[config.mk]
export PLATFORM = sky130hd
export DESIGN_NAME = fifo_ring_with_statistics_top
export DESIGN_NICKNAME = d
export VERILOG_FILES = /design/src/design/frs_pkg.sv /design/src/design/frs_mem.sv /design/src/design/frs_ctrl.sv /design/src/design/fifo_ring_with_statistics_top.sv
export SDC_FILE = /design/constraint.sdc
export NUM_CORES = 1
export LEC_CHECK = 0
export BUFFER_PORTS_ARGS = -buffer_cell sky130_fd_sc_hd__buf_2
export CELL_PAD_IN_SITES_DETAIL_PLACEMENT = 0
export CELL_PAD_IN_SITES_GLOBAL_PLACEMENT = 2
export CORE_MARGIN = 1.5
export CORE_UTILIZATION = 44
export DETAILED_ROUTE_END_ITERATION = 8
export GPL_TIMING_DRIVEN = 0
export MAX_ROUTING_LAYER = met4
export PLACE_DENSITY = 0.78
export SETUP_SLACK_MARGIN = 0.5
export SLEW_MARGIN = 20
export SYNTH_ARGS = -nofsm -noshare
export SYNTH_HDL_FRONTEND = slang
export SYNTH_SLANG_ARGS = --single-unit
[constraint.sdc]
create_clock -name i_clk -period 11.78 [get_ports i_clk]
set_input_delay 1.178 -clock i_clk [delete_from_list [all_inputs] [get_ports i_clk]]
set_output_delay 1.178 -clock i_clk [all_outputs]
set_load 0.02 [all_outputs]
[src/design/frs_pkg.sv]
// Shared types and constants for the ring FIFO with statistics.
package frs_pkg;

    localparam int DEPTH_DEFAULT      = 16;
    localparam int WORD_WIDTH_DEFAULT = 32;

    localparam int CMD_W       = 2;
    localparam int ELEM_W      = 32;
    localparam int OCC_W       = 5;
    localparam int CNT_W       = 32;
    localparam int STATUS_W    = 2;
    localparam int OUT_FIELD_W = ELEM_W + OCC_W + 1 + 4 * CNT_W + OCC_W;
    localparam int OUT_TDATA_W = ((OUT_FIELD_W + 7) / 8) * 8;

    typedef enum logic [CMD_W-1:0] {
        CMD_ENQ   = 2'd0,
        CMD_DEQ   = 2'd1,
        CMD_CLEAR = 2'd2
    } t_cmd;

    typedef enum logic [STATUS_W-1:0] {
        ST_OK    = 2'd0,
        ST_FULL  = 2'd1,
        ST_EMPTY = 2'd2
    } t_status;

    // One result as built by the control path; the word comes from the memory.
    typedef struct packed {
        t_status            status;
        logic               take;
        logic [OCC_W-1:0]   occupancy;
        logic               is_empty;
        logic [CNT_W-1:0]   enq_total;
        logic [CNT_W-1:0]   deq_total;
        logic [CNT_W-1:0]   enq_rejects;
        logic [CNT_W-1:0]   deq_rejects;
        logic [OCC_W-1:0]   peak;
    } t_result;

endpackage

[src/design/frs_mem.sv]
// Slot store: one write port and one registered read port.
module frs_mem #(
    parameter int DEPTH      = 16,
    parameter int WORD_WIDTH = 32
) (
    input  logic                     i_clk,
    input  logic                     i_wr_en,
    input  logic [$clog2(DEPTH)-1:0] i_wr_addr,
    input  logic [WORD_WIDTH-1:0]    i_wr_data,
    input  logic                     i_rd_en,
    input  logic [$clog2(DEPTH)-1:0] i_rd_addr,
    output logic [WORD_WIDTH-1:0]    o_rd_data
);

    logic [WORD_WIDTH-1:0] r_mem [DEPTH];
    logic [WORD_WIDTH-1:0] r_rd_data;

    always_ff @(posedge i_clk) begin
        if (i_wr_en) begin
            r_mem[i_wr_addr] <= i_wr_data;
        end
    end

    // Read data holds between reads so a stalled result keeps its word.
    always_ff @(posedge i_clk) begin
        if (i_rd_en) begin
            r_rd_data <= r_mem[i_rd_addr];
        end
    end

    assign o_rd_data = r_rd_data;

endmodule

[src/design/frs_ctrl.sv]
// Pointer, status and statistics logic; drives the slot store ports.
module frs_ctrl #(
    parameter int DEPTH = 16
) (
    input  logic                     i_clk,
    input  logic                     i_rst_n,
    input  logic                     i_accept,
    input  frs_pkg::t_cmd            i_command,
    output logic                     o_wr_en,
    output logic [$clog2(DEPTH)-1:0] o_wr_addr,
    output logic                     o_rd_en,
    output logic [$clog2(DEPTH)-1:0] o_rd_addr,
    output frs_pkg::t_result         o_res
);
    import frs_pkg::*;

    localparam int IW = $clog2(DEPTH);
    localparam int LW = IW + 1;

    logic [LW-1:0]    r_wp, n_wp;
    logic [LW-1:0]    r_rp, n_rp;
    logic [LW-1:0]    r_peak, n_peak;
    logic [CNT_W-1:0] r_enq, n_enq;
    logic [CNT_W-1:0] r_deq, n_deq;
    logic [CNT_W-1:0] r_erej, n_erej;
    logic [CNT_W-1:0] r_drej, n_drej;
    t_result          r_res;

    logic [LW-1:0] level;
    logic [LW-1:0] level_inc;
    logic [LW-1:0] n_level;
    logic [31:0]   n_level_wide;
    logic [31:0]   n_peak_wide;
    t_status       status;
    logic          take;

    assign level     = r_wp - r_rp;
    assign level_inc = level + LW'(1);

    always_comb begin
        n_wp    = r_wp;
        n_rp    = r_rp;
        n_peak  = r_peak;
        n_enq   = r_enq;
        n_deq   = r_deq;
        n_erej  = r_erej;
        n_drej  = r_drej;
        o_wr_en = 1'b0;
        o_rd_en = 1'b0;
        status  = ST_OK;
        take    = 1'b0;
        if (i_accept) begin
            unique case (i_command)
                CMD_ENQ: begin
                    if (level == LW'(DEPTH)) begin
                        status = ST_FULL;
                        n_erej = r_erej + CNT_W'(1);
                    end else begin
                        o_wr_en = 1'b1;
                        n_wp    = r_wp + LW'(1);
                        n_enq   = r_enq + CNT_W'(1);
                        if (level_inc > r_peak) begin
                            n_peak = level_inc;
                        end
                    end
                end
                CMD_DEQ: begin
                    if (level == '0) begin
                        status = ST_EMPTY;
                        n_drej = r_drej + CNT_W'(1);
                    end else begin
                        o_rd_en = 1'b1;
                        take    = 1'b1;
                        n_rp    = r_rp + LW'(1);
                        n_deq   = r_deq + CNT_W'(1);
                    end
                end
                CMD_CLEAR: begin
                    n_enq  = '0;
                    n_deq  = '0;
                    n_erej = '0;
                    n_drej = '0;
                    n_peak = '0;
                end
                default: begin
                end
            endcase
        end
    end

    assign n_level      = n_wp - n_rp;
    assign n_level_wide = 32'(n_level);
    assign n_peak_wide  = 32'(n_peak);

    always_ff @(posedge i_clk) begin
        if (!i_rst_n) begin
            r_wp   <= '0;
            r_rp   <= '0;
            r_peak <= '0;
            r_enq  <= '0;
            r_deq  <= '0;
            r_erej <= '0;
            r_drej <= '0;
        end else begin
            r_wp   <= n_wp;
            r_rp   <= n_rp;
            r_peak <= n_peak;
            r_enq  <= n_enq;
            r_deq  <= n_deq;
            r_erej <= n_erej;
            r_drej <= n_drej;
        end
    end

    // Result snapshot taken in the accept cycle, lines up with the read data.
    always_ff @(posedge i_clk) begin
        if (i_accept) begin
            r_res.status      <= status;
            r_res.take        <= take;
            r_res.occupancy   <= n_level_wide[OCC_W-1:0];
            r_res.is_empty    <= (n_level == '0);
            r_res.enq_total   <= n_enq;
            r_res.deq_total   <= n_deq;
            r_res.enq_rejects <= n_erej;
            r_res.deq_rejects <= n_drej;
            r_res.peak        <= n_peak_wide[OCC_W-1:0];
        end
    end

    assign o_wr_addr = r_wp[IW-1:0];
    assign o_rd_addr = r_rp[IW-1:0];
    assign o_res     = r_res;

endmodule

[src/design/fifo_ring_with_statistics_top.sv]
// Top level of the ring FIFO with statistics: stream ports and output register.
// A result is valid in the cycle after its command transaction.
// Throughput: one command per cycle; the pointer update and the registered slot
// store read set this, and a held result stalls only the input.
// Reset (synchronous, active low) clears pointers, counters, peak and the
// output valid; the slot store is not cleared and needs no clearing pass.
module fifo_ring_with_statistics_top #(
    parameter int DEPTH      = frs_pkg::DEPTH_DEFAULT,
    parameter int WORD_WIDTH = frs_pkg::WORD_WIDTH_DEFAULT
) (
    input  logic                             i_clk,
    input  logic                             i_rst_n,
    input  logic                             s_axis_tvalid,
    output logic                             s_axis_tready,
    // element_in[31:0]
    input  logic [frs_pkg::ELEM_W-1:0]       s_axis_tdata,
    // command[1:0]
    input  logic [frs_pkg::CMD_W-1:0]        s_axis_tuser,
    output logic                             m_axis_tvalid,
    input  logic                             m_axis_tready,
    // element_out[31:0], occupancy[36:32], is_empty[37], enqueue_total[69:38],
    // dequeue_total[101:70], enqueue_rejects[133:102], dequeue_rejects[165:134],
    // peak_occupancy[170:166], zero pad[175:171]
    output logic [frs_pkg::OUT_TDATA_W-1:0]  m_axis_tdata,
    // status[1:0]
    output logic [frs_pkg::STATUS_W-1:0]     m_axis_tuser
);
    import frs_pkg::*;

    localparam int IW = $clog2(DEPTH);

    logic                  r_valid;
    logic                  accept;
    logic                  wr_en;
    logic                  rd_en;
    logic [IW-1:0]         wr_addr;
    logic [IW-1:0]         rd_addr;
    logic [63:0]           in_wide;
    logic [63:0]           rd_wide;
    logic [WORD_WIDTH-1:0] rd_data;
    logic [ELEM_W-1:0]     elem_out;
    t_result               res;

    // No transaction is taken while reset is held.
    assign s_axis_tready = i_rst_n && (!r_valid || m_axis_tready);
    assign accept        = s_axis_tvalid && s_axis_tready;

    always_ff @(posedge i_clk) begin
        if (!i_rst_n) begin
            r_valid <= 1'b0;
        end else if (accept) begin
            r_valid <= 1'b1;
        end else if (m_axis_tready) begin
            r_valid <= 1'b0;
        end
    end

    frs_ctrl #(
        .DEPTH (DEPTH)
    ) u_ctrl (
        .i_clk     (i_clk),
        .i_rst_n   (i_rst_n),
        .i_accept  (accept),
        .i_command (t_cmd'(s_axis_tuser)),
        .o_wr_en   (wr_en),
        .o_wr_addr (wr_addr),
        .o_rd_en   (rd_en),
        .o_rd_addr (rd_addr),
        .o_res     (res)
    );

    assign in_wide = 64'(s_axis_tdata);

    frs_mem #(
        .DEPTH      (DEPTH),
        .WORD_WIDTH (WORD_WIDTH)
    ) u_mem (
        .i_clk     (i_clk),
        .i_wr_en   (wr_en),
        .i_wr_addr (wr_addr),
        .i_wr_data (in_wide[WORD_WIDTH-1:0]),
        .i_rd_en   (rd_en),
        .i_rd_addr (rd_addr),
        .o_rd_data (rd_data)
    );

    assign rd_wide  = 64'(rd_data);
    assign elem_out = res.take ? rd_wide[ELEM_W-1:0] : '0;

    assign m_axis_tvalid = r_valid;
    assign m_axis_tuser  = res.status;
    assign m_axis_tdata  = {
        (OUT_TDATA_W - OUT_FIELD_W)'(0),
        res.peak,
        res.deq_rejects,
        res.enq_rejects,
        res.deq_total,
        res.enq_total,
        res.is_empty,
        res.occupancy,
        elem_out
    };

    // Every accepted command yields a result in the next cycle.
    a_result_follows: assert property (@(posedge i_clk) disable iff (!i_rst_n)
        accept |=> m_axis_tvalid)
        else $error("no result after accepted command");

    // A refused dequeue leaves the queue empty.
    a_empty_status: assert property (@(posedge i_clk) disable iff (!i_rst_n)
        (m_axis_tvalid && res.status == ST_EMPTY) |-> res.is_empty)
        else $error("empty status with entries held");

    // A refused enqueue means the queue holds entries.
    a_full_status: assert property (@(posedge i_clk) disable iff (!i_rst_n)
        (m_axis_tvalid && res.status == ST_FULL) |-> (!res.is_empty && !res.take))
        else $error("full status on an empty queue");

endmodule

==> out/qor.csv, run 1 <==
metric;value;unit
area enclosed by the die boundary;80890;µm²
share of the synthesized area in the top cell type;59.12;%
worst hold stages;1;
# port buffers;212;
Worst Path Max Fanout;10;
Logic pwr share;3.4;%
aggregate negative setup slack;0;ns
HPWL after DPL;60300;µm
largest area contributor in the netlist;sky130_fd_sc_hd__edfxtp_1;
P_int;4.812;mW
hold violation total from the final report;0;
Boundary Pins;218;
max incr delay on CP;0.82;ns
core outline area;78740;µm²
first-pass GRT wire length;132200;µm
net load switching power;1.281;mW
total power;6.093;mW
final count of negative-setup-slack endpoints;0;
type of the worst setup path;reg2reg;
endpoint class of the critical path;flip-flop;
flop2flop setup slack;3.97;ns
pin count of the biggest net entering global routing;62;
final count of pins violating max slew;0;
CTS H-tree depth;3;
die boundary height;284.4;µm
top achievable clock speed;128.1;MHz
number of violations reported at the end of detailed-routing iteration 0;1789;
static leakage;14.09;nW
initial core utilization;44.25;%
Synth Cell Area;34850;µm²
share of post-route cells with drive strength above 1;26.98;%
Die X;284.4;µm
cell with the largest stage delay on the worst path;sky130_fd_sc_hd__a2bb2oi_1;
Placer Congestion;0.9061;
cell types occupying the most area after synthesis;sky130_fd_sc_hd__edfxtp_1 59%, sky130_fd_sc_hd__mux4_2 10%, sky130_fd_sc_hd__dfxtp_1 8.3%;
CTS clock-pin slew for the worst setup and hold paths;0.06;ns
Hold/Removal Path Class;reg2reg;
slew margin rel.;26.39;%
number of global-route vias before repair;20893;
most common cell after layout, fill and taps aside;sky130_fd_sc_hd__edfxtp_1;
worst-case hold path end point;u_ctrl.r_erej[31];
Final Skew;0.02471;ns
data required time of the worst path;12.16;ns
Peak supply drop;0.1485;mV
via total after detailed routing;20873;
final clock period utilization by the worst path;66.28;%
Arrival @ worst endpoint;8.19;ns
number of synthesized flops with an enable pin;686;
number of buffers added for setup after CTS;0;
worst reg-to-reg path cell count;22;
actual slew at the worst max-slew pin;1.104;ns
CTS tree;done;
element type at the critical path start;flip-flop;
switching fraction of total power;21.03;%
average cell area after synthesis;15.14;µm²
number of fillers in the final layout;6541;
nets@finish;2721;
CP most frequent cell;sky130_fd_sc_hd__clkbuf_1;
Cell Rows;103;
Flop pwr share;52.6;%
TritonRoute pass-1 iters;5;
overall fraction of global-route tracks in use;22.65;%
WL final;88770;µm
antenna violations before repair;7;
relative contribution of the clock network to total power;44.1;%
layout-stage area growth over the synthesis result;17.52;%
number of hold-repair buffers added at the cts stage;0;
endpoint of the lowest-slack register-to-register path;u_ctrl.o_res[133];
TritonCTS buffer count;86;
remaining antenna violation count;0;
total number of yosys warnings;0;
flip-flop cell with the highest count after synthesis;sky130_fd_sc_hd__edfxtp_1;
Max Buffers Root-to-Sink;3;
register area share after synthesis;67.39;%
Yosys cell types;72;
instance count of the mapped netlist;2301;
most frequent cells in the layout;686 x sky130_fd_sc_hd__edfxtp_1, 220 x sky130_fd_sc_hd__buf_2, 170 x sky130_fd_sc_hd__nand2_1;
setup repair after global routing missed its margin;no;
Routed WL per cell;23.51;µm
cell-by-cell listing of the critical path;clkbuf_1, clkbuf_1, clkbuf_1, inv_1, fa_1, inv_1, ha_1, nand2b_1, or4_4, a2bb2oi_1, clkbuf_1, clkbuf_1, nor2_1, xnor2_1, ha_1, fa_1, inv_1, a21o_1, a21oi_1, xnor2_1, xnor2_1, mux2_2;
hold_sp;u_ctrl.r_erej[31];
max-cap check violation count;0;
Sinks on Clock Net;830;
DR DRC count;0;
clock latency at the later pin of the worst-skew pair;0.65;ns
power density over cell area;148.8;nW/µm²
cell at the root of the clock tree;sky130_fd_sc_hd__clkbuf_16;
final global-route overflow total;0;
result of the run;complete, no violations;
clock period minus final worst setup slack;7.808;ns
Via density;5.529;
Async S/R FF share, synth;0;%
post-cts sizing count;0;
FF+latch count, synth;830;
reg-to-reg startpoint;u_ctrl.r_rp[1];
==> kinds of logic after synthesis <==
logic type	Yosys count	synth area share [%]
mux	193	11.30
xor+xnor	55	1.382
other cells	1	0.01076
buf+inv	300	4.862
compound gates	205	3.835
simple gates	688	10.14
fa+ha+maj	29	1.084
flops	830	67.39
==> power groups by stage <==
stage               Sequential, mW  Combinational [mW]  Clock (mW)
finish                        3.20               0.204        2.69
global route                  3.20               0.221        2.85
CTS                           3.20               0.207        2.74
detailed placement            3.26               0.206           0
global placement              3.27               0.197           0
floorplan                     3.27               0.116           0
==> final cells by class <==
cell class                 instances  area (µm²)  area share [%]
sequential                       830       23480           57.34
clock inverter                    45       491.7           1.201
multi-input combinational       1175        9808           23.95
timing repair buffer             261        1851           4.519
tap                             1050        1314           3.208
inverter                          37       138.9          0.3391
antenna                            4       10.01         0.02444
clock buffer                     110        2285           5.579
buffer                           263        1572           3.837
==> through the flow <==
step	area [µm²]	util, %	setup slack [ns]	hold slack (ns)	std cells
final	40950	52.01	3.972	0.4848	3775
after detailed placement	38160	48.46	4.044	0.4782	3616
after global placement	37240	47.29	0.3490	0.4643	3567
after global routing	40950	52.01	3.529	0.5094	3775
after CTS	40930	51.98	3.975	0.4861	3771
after floorplan	34860	-	3.243	0.4473	2305
==> per-layer routing <==
layer  vias up  GRT usage [%]  wire length [µm]
met1     10487          29.69             38070
met5         -              -                 0
li1       9442              -                 -
met3       183          3.684              5070
met4         0          7.886              2823
met2       761          35.98             42800
==> how the worst max path moves through the flow <==
stage / to / slack, ns / from
6_report: u_ctrl.o_res[133] / 3.97 / u_ctrl.r_rp[1]
3_3_place_gp: u_ctrl.o_res[133] / 0.35 / m_axis_tready
4_1_cts: u_ctrl.o_res[133] / 3.97 / u_ctrl.r_rp[1]
2_1_floorplan: u_ctrl.o_res[133] / 3.24 / m_axis_tready
3_5_place_dp: u_ctrl.o_res[133] / 4.04 / u_ctrl.r_rp[1]
5_1_grt: u_ctrl.o_res[133] / 3.53 / u_ctrl.r_rp[1]
==> state kept, by name, indices dropped and copies added, names as in the netlist <==
| register | flops |
|---|---|
| u_ctrl.r_deq | 32 |
| u_ctrl.r_wp | 5 |
| u_ctrl.r_peak | 5 |
| u_ctrl.r_erej | 32 |
| u_ctrl.o_res | 142 |
| u_mem.r_mem | 512 |
| u_ctrl.r_drej | 32 |
| m_axis_tvalid | 1 |
| u_mem.o_rd_data | 32 |
| u_ctrl.r_enq | 32 |
| u_ctrl.r_rp | 5 |
==> synth_stat cells (44+ instances only) <==
cell type,count
sky130_fd_sc_hd__a21oi_1,56
sky130_fd_sc_hd__xnor2_1,44
sky130_fd_sc_hd__nand2_1,170
sky130_fd_sc_hd__nor2_1,145
sky130_fd_sc_hd__clkbuf_1,84
sky130_fd_sc_hd__nand3_1,64
sky130_fd_sc_hd__and2_1,76
sky130_fd_sc_hd__mux4_2,160
sky130_fd_sc_hd__dfxtp_1,144
sky130_fd_sc_hd__edfxtp_1,686
sky130_fd_sc_hd__buf_4,146
==> critical path: cells and delay by family (launching register included) <==
| family | cells | cell delay, ns |
|---|---|---|
| buffers and inverters | 8 | 3.06 |
| adder cells (fa/ha/maj) | 4 | 1.39 |
| AO/OA/AOI/OAI | 3 | 0.99 |
| AND/OR/NAND/NOR | 3 | 0.77 |
| XOR/XNOR | 3 | 0.62 |
| multiplexers | 1 | 0.38 |
| flip-flops | 1 | 0.33 |
Note: power is estimated with default switching activity, not from simulation.
==> inputs of run 2 (changes only) <==
--- a/config.mk
+++ b/config.mk
@@ -5,11 +5,12 @@
 export SDC_FILE = /design/constraint.sdc
 export NUM_CORES = 1
 export LEC_CHECK = 0
+export ABC_AREA = 1
 export BUFFER_PORTS_ARGS = -buffer_cell sky130_fd_sc_hd__buf_2
 export CELL_PAD_IN_SITES_DETAIL_PLACEMENT = 0
 export CELL_PAD_IN_SITES_GLOBAL_PLACEMENT = 2
 export CORE_MARGIN = 1.5
-export CORE_UTILIZATION = 44
+export CORE_UTILIZATION = 40
 export DETAILED_ROUTE_END_ITERATION = 8
 export GPL_TIMING_DRIVEN = 0
 export MAX_ROUTING_LAYER = met4
==> constraint.sdc (replaced) <==
create_clock -name i_clk -period 7.6 [get_ports i_clk]
set_input_delay 0.76 -clock i_clk [delete_from_list [all_inputs] [get_ports i_clk]]
set_output_delay 0.76 -clock i_clk [all_outputs]
set_load 0.02 [all_outputs]
==> run 2 against run 1 <==
Cell area up 3.7%. Synthesized cell count up 48%. Core utilization is 4.2 points lower. First-iteration DRC count grew 16%. Global-route usage increased by 2.6 points. Sequential cell count unchanged. Maximum frequency increased by 35%. Non-clock buffer count increased by 12. Clock power rose by 72%. Sequential power grew 56%. Via count rose by 25%. Largest power group unchanged. Highest routed layer unchanged.
==> out/qor.csv, run 2 <==
metric;value;unit
share of post-route cells with drive strength above 1;15.50;%
Hold/Removal Path Class;in2reg;
Arrival @ worst endpoint;6.18;ns
slew margin rel.;26.50;%
hold violation total from the final report;0;
total power;10.11;mW
cell-by-cell listing of the critical path;clkbuf_1, inv_1, clkbuf_1, ha_1, a21oi_1, nand2_1, nand2_1, nand2_2, nand3_4, nand2_1, nor2_4, buf_16, inv_1, nand2_1, nand2_1, ha_1, fa_1, xnor2_1, nor2_1, nand3_1, a21oi_1;
WL final;113200;µm
number of synthesized flops with an enable pin;686;
max reg flops;512;
remaining antenna violation count;0;
worst-case hold path end point;u_ctrl.r_erej[2];
number of hold-repair buffers added at the cts stage;0;
hold_sp;i_rst_n;
HPWL after DPL;77880;µm
Hold Slack;0.3963;ns
flop2flop setup slack;1.81;ns
Final Skew;0.05166;ns
number of violations reported at the end of detailed-routing iteration 0;2084;
# port buffers;212;
CTS H-tree depth;3;
Most flops, register;u_mem.r_mem;
area enclosed by the die boundary;92000;µm²
register area share after synthesis;65.09;%
top achievable clock speed;172.8;MHz
total number of yosys warnings;0;
Routed WL per cell;22.65;µm
static leakage;15.92;nW
number of global-route vias before repair;24859;
via total after detailed routing;26023;
clock period minus final worst setup slack;5.787;ns
post-cts sizing count;0;
final global-route overflow total;0;
area post-placement;39340;µm²
Peak supply drop;0.1903;mV
Max Buffers Root-to-Sink;3;
Place WS;1.747;ns
data required time of the worst path;7.99;ns
Via density;5.209;
cell types occupying the most area after synthesis;sky130_fd_sc_hd__edfxtp_1 57%, sky130_fd_sc_hd__dfxtp_1 8.0%, sky130_fd_sc_hd__nand2_1 5.5%;
pin count of the biggest net entering global routing;33;
share of the synthesized area in the top cell type;57.10;%
max-cap check violation count;0;
TritonCTS buffer count;91;
CP most frequent cell;sky130_fd_sc_hd__nand2_1;
worst hold stages;2;
dpl cells;4825;
final count of negative-setup-slack endpoints;0;
endpoint class of the critical path;flip-flop;
cell with the largest stage delay on the worst path;sky130_fd_sc_hd__clkbuf_1;
Cell Rows;109;
type of the worst setup path;reg2reg;
clock latency at the later pin of the worst-skew pair;0.69;ns
actual slew at the worst max-slew pin;1.102;ns
Post-synth top cells;686 x sky130_fd_sc_hd__edfxtp_1, 528 x sky130_fd_sc_hd__nand2_1, 483 x sky130_fd_sc_hd__nor2_1;
CTS clock-pin slew for the worst setup and hold paths;0.06;ns
flip-flop cell with the highest count after synthesis;sky130_fd_sc_hd__edfxtp_1;
cell at the root of the clock tree;sky130_fd_sc_hd__clkbuf_16;
minimum setup slack in the final design;1.813;ns
Placer Congestion;0.8335;
final clock period utilization by the worst path;76.14;%
first-pass GRT wire length;164100;µm
TritonRoute pass-1 iters;6;
worst reg-to-reg path cell count;21;
final count of pins violating max slew;0;
setup repair after global routing missed its margin;no;
largest area contributor in the netlist;sky130_fd_sc_hd__edfxtp_1;
most frequent cells in the layout;686 x sky130_fd_sc_hd__edfxtp_1, 528 x sky130_fd_sc_hd__nand2_1, 467 x sky130_fd_sc_hd__nor2_1;
result of the run;complete, no violations;
Boundary Pins;218;
Die X;303.3;µm
max incr delay on CP;0.66;ns
endpoint of the lowest-slack register-to-register path;u_ctrl.o_res[133];
CTS tree;done;
instance count of the mapped netlist;3416;
Async S/R FF share, synth;0;%
Worst Path Max Fanout;13;
Synth Cell Area;36080;µm²
FF+latch count, synth;830;
power density over cell area;237.9;nW/µm²
initial core utilization;40.57;%
Sinks on Clock Net;830;
overall fraction of global-route tracks in use;25.23;%
reg-to-reg startpoint;u_ctrl.r_rp[2];
DR DRC count;0;
core outline area;88920;µm²
antenna violations before repair;1;
Yosys cell types;50;
post-route cell area;42480;µm²
element type at the critical path start;flip-flop;
number of fillers in the final layout;8334;
average cell area after synthesis;10.56;µm²
layout-stage area growth over the synthesis result;17.74;%
top-count cell post-synth;sky130_fd_sc_hd__edfxtp_1;
nets@finish;3820;
most common cell after layout, fill and taps aside;sky130_fd_sc_hd__edfxtp_1;
die boundary height;303.3;µm
number of buffers added for setup after CTS;0;
Layout Cells excl Fill;4996;
==> run 2: power breakdown <==
group          switching (mW)  total, mW  internal (mW)
Sequential             0.0163       4.98           4.96
Clock                    1.92       4.62           2.70
Combinational           0.361      0.509          0.148
Total                    2.29       10.1           7.81
==> run 2: worst max path at each step <==
stage	slack, ns	startpoint	endpoint	cells after the start
4_1_cts	1.68	u_ctrl.r_rp[2]	u_ctrl.o_res[133]	21
3_5_place_dp	1.75	u_ctrl.r_rp[2]	u_ctrl.o_res[133]	21
6_report	1.81	u_ctrl.r_rp[2]	u_ctrl.o_res[133]	21
5_1_grt	1.42	u_ctrl.r_rp[2]	u_ctrl.o_res[138]	25
2_1_floorplan	1.34	m_axis_tready	u_ctrl.o_res[103]	10
3_3_place_gp	-1.62	m_axis_tready	u_ctrl.o_res[106]	10
==> run 2: area by class of cell <==
cell class / instances / area, µm² / share of cell area (%)
inverters: 314 / 1179 / 2.775
well taps: 1165 / 1458 / 3.432
clock buffers: 109 / 2386 / 5.617
plain buffers: 296 / 1703 / 4.009
diodes: 4 / 10.01 / 0.02357
multi-input cells: 1980 / 9848 / 23.19
repair buffers: 240 / 1674 / 3.941
clock inverters: 58 / 735.7 / 1.732
flip-flops and latches: 830 / 23480 / 55.28
==> run 2: worst max-delay path, delay by kind of cell (launching register included) <==
family	cells	cell delay, ns
AOI/OAI and AO/OA	2	0.31
xor gates and xnor gates	1	0.30
adders and majority gates	3	1.20
buffers and inverters	5	1.89
DFF	1	0.31
and+or+nand+nor	10	1.45
==> run 2: through the flow <==
stage	utilization [%]	setup TNS, ns
4_1_cts	47.76	0
3_3_place_gp	43.42	-181.21
6_report	47.77	0
5_1_grt	47.76	0
2_1_floorplan	-	0
3_5_place_dp	44.25	0
==> run 2: metal layers <==
| metal | vias up | track usage (%) | share of wire [%] |
|---|---|---|---|
| met5 | - | - | 0 |
| met2 | 866 | 41.63 | 49 |
| met1 | 12577 | 32.57 | 43 |
| met3 | 156 | 3.898 | 6.2 |
| met4 | 0 | 6.400 | 2.2 |
| li1 | 12424 | - | - |
==> run 2: cell families (layout without fill, tap and decap cells) <==
logic type / after synthesis / count (layout) / synth area share, %
AND/OR/NAND/NOR: 1325 / 1325 / 15.44
flip-flops: 830 / 830 / 65.09
buffers and inverters: 610 / 1017 / 7.984
AO/OA/AOI/OAI: 594 / 594 / 9.770
adder cells (fa/ha/maj): 29 / 29 / 1.047
XOR/XNOR: 27 / 27 / 0.6555
other: 1 / 9 / 0.01039
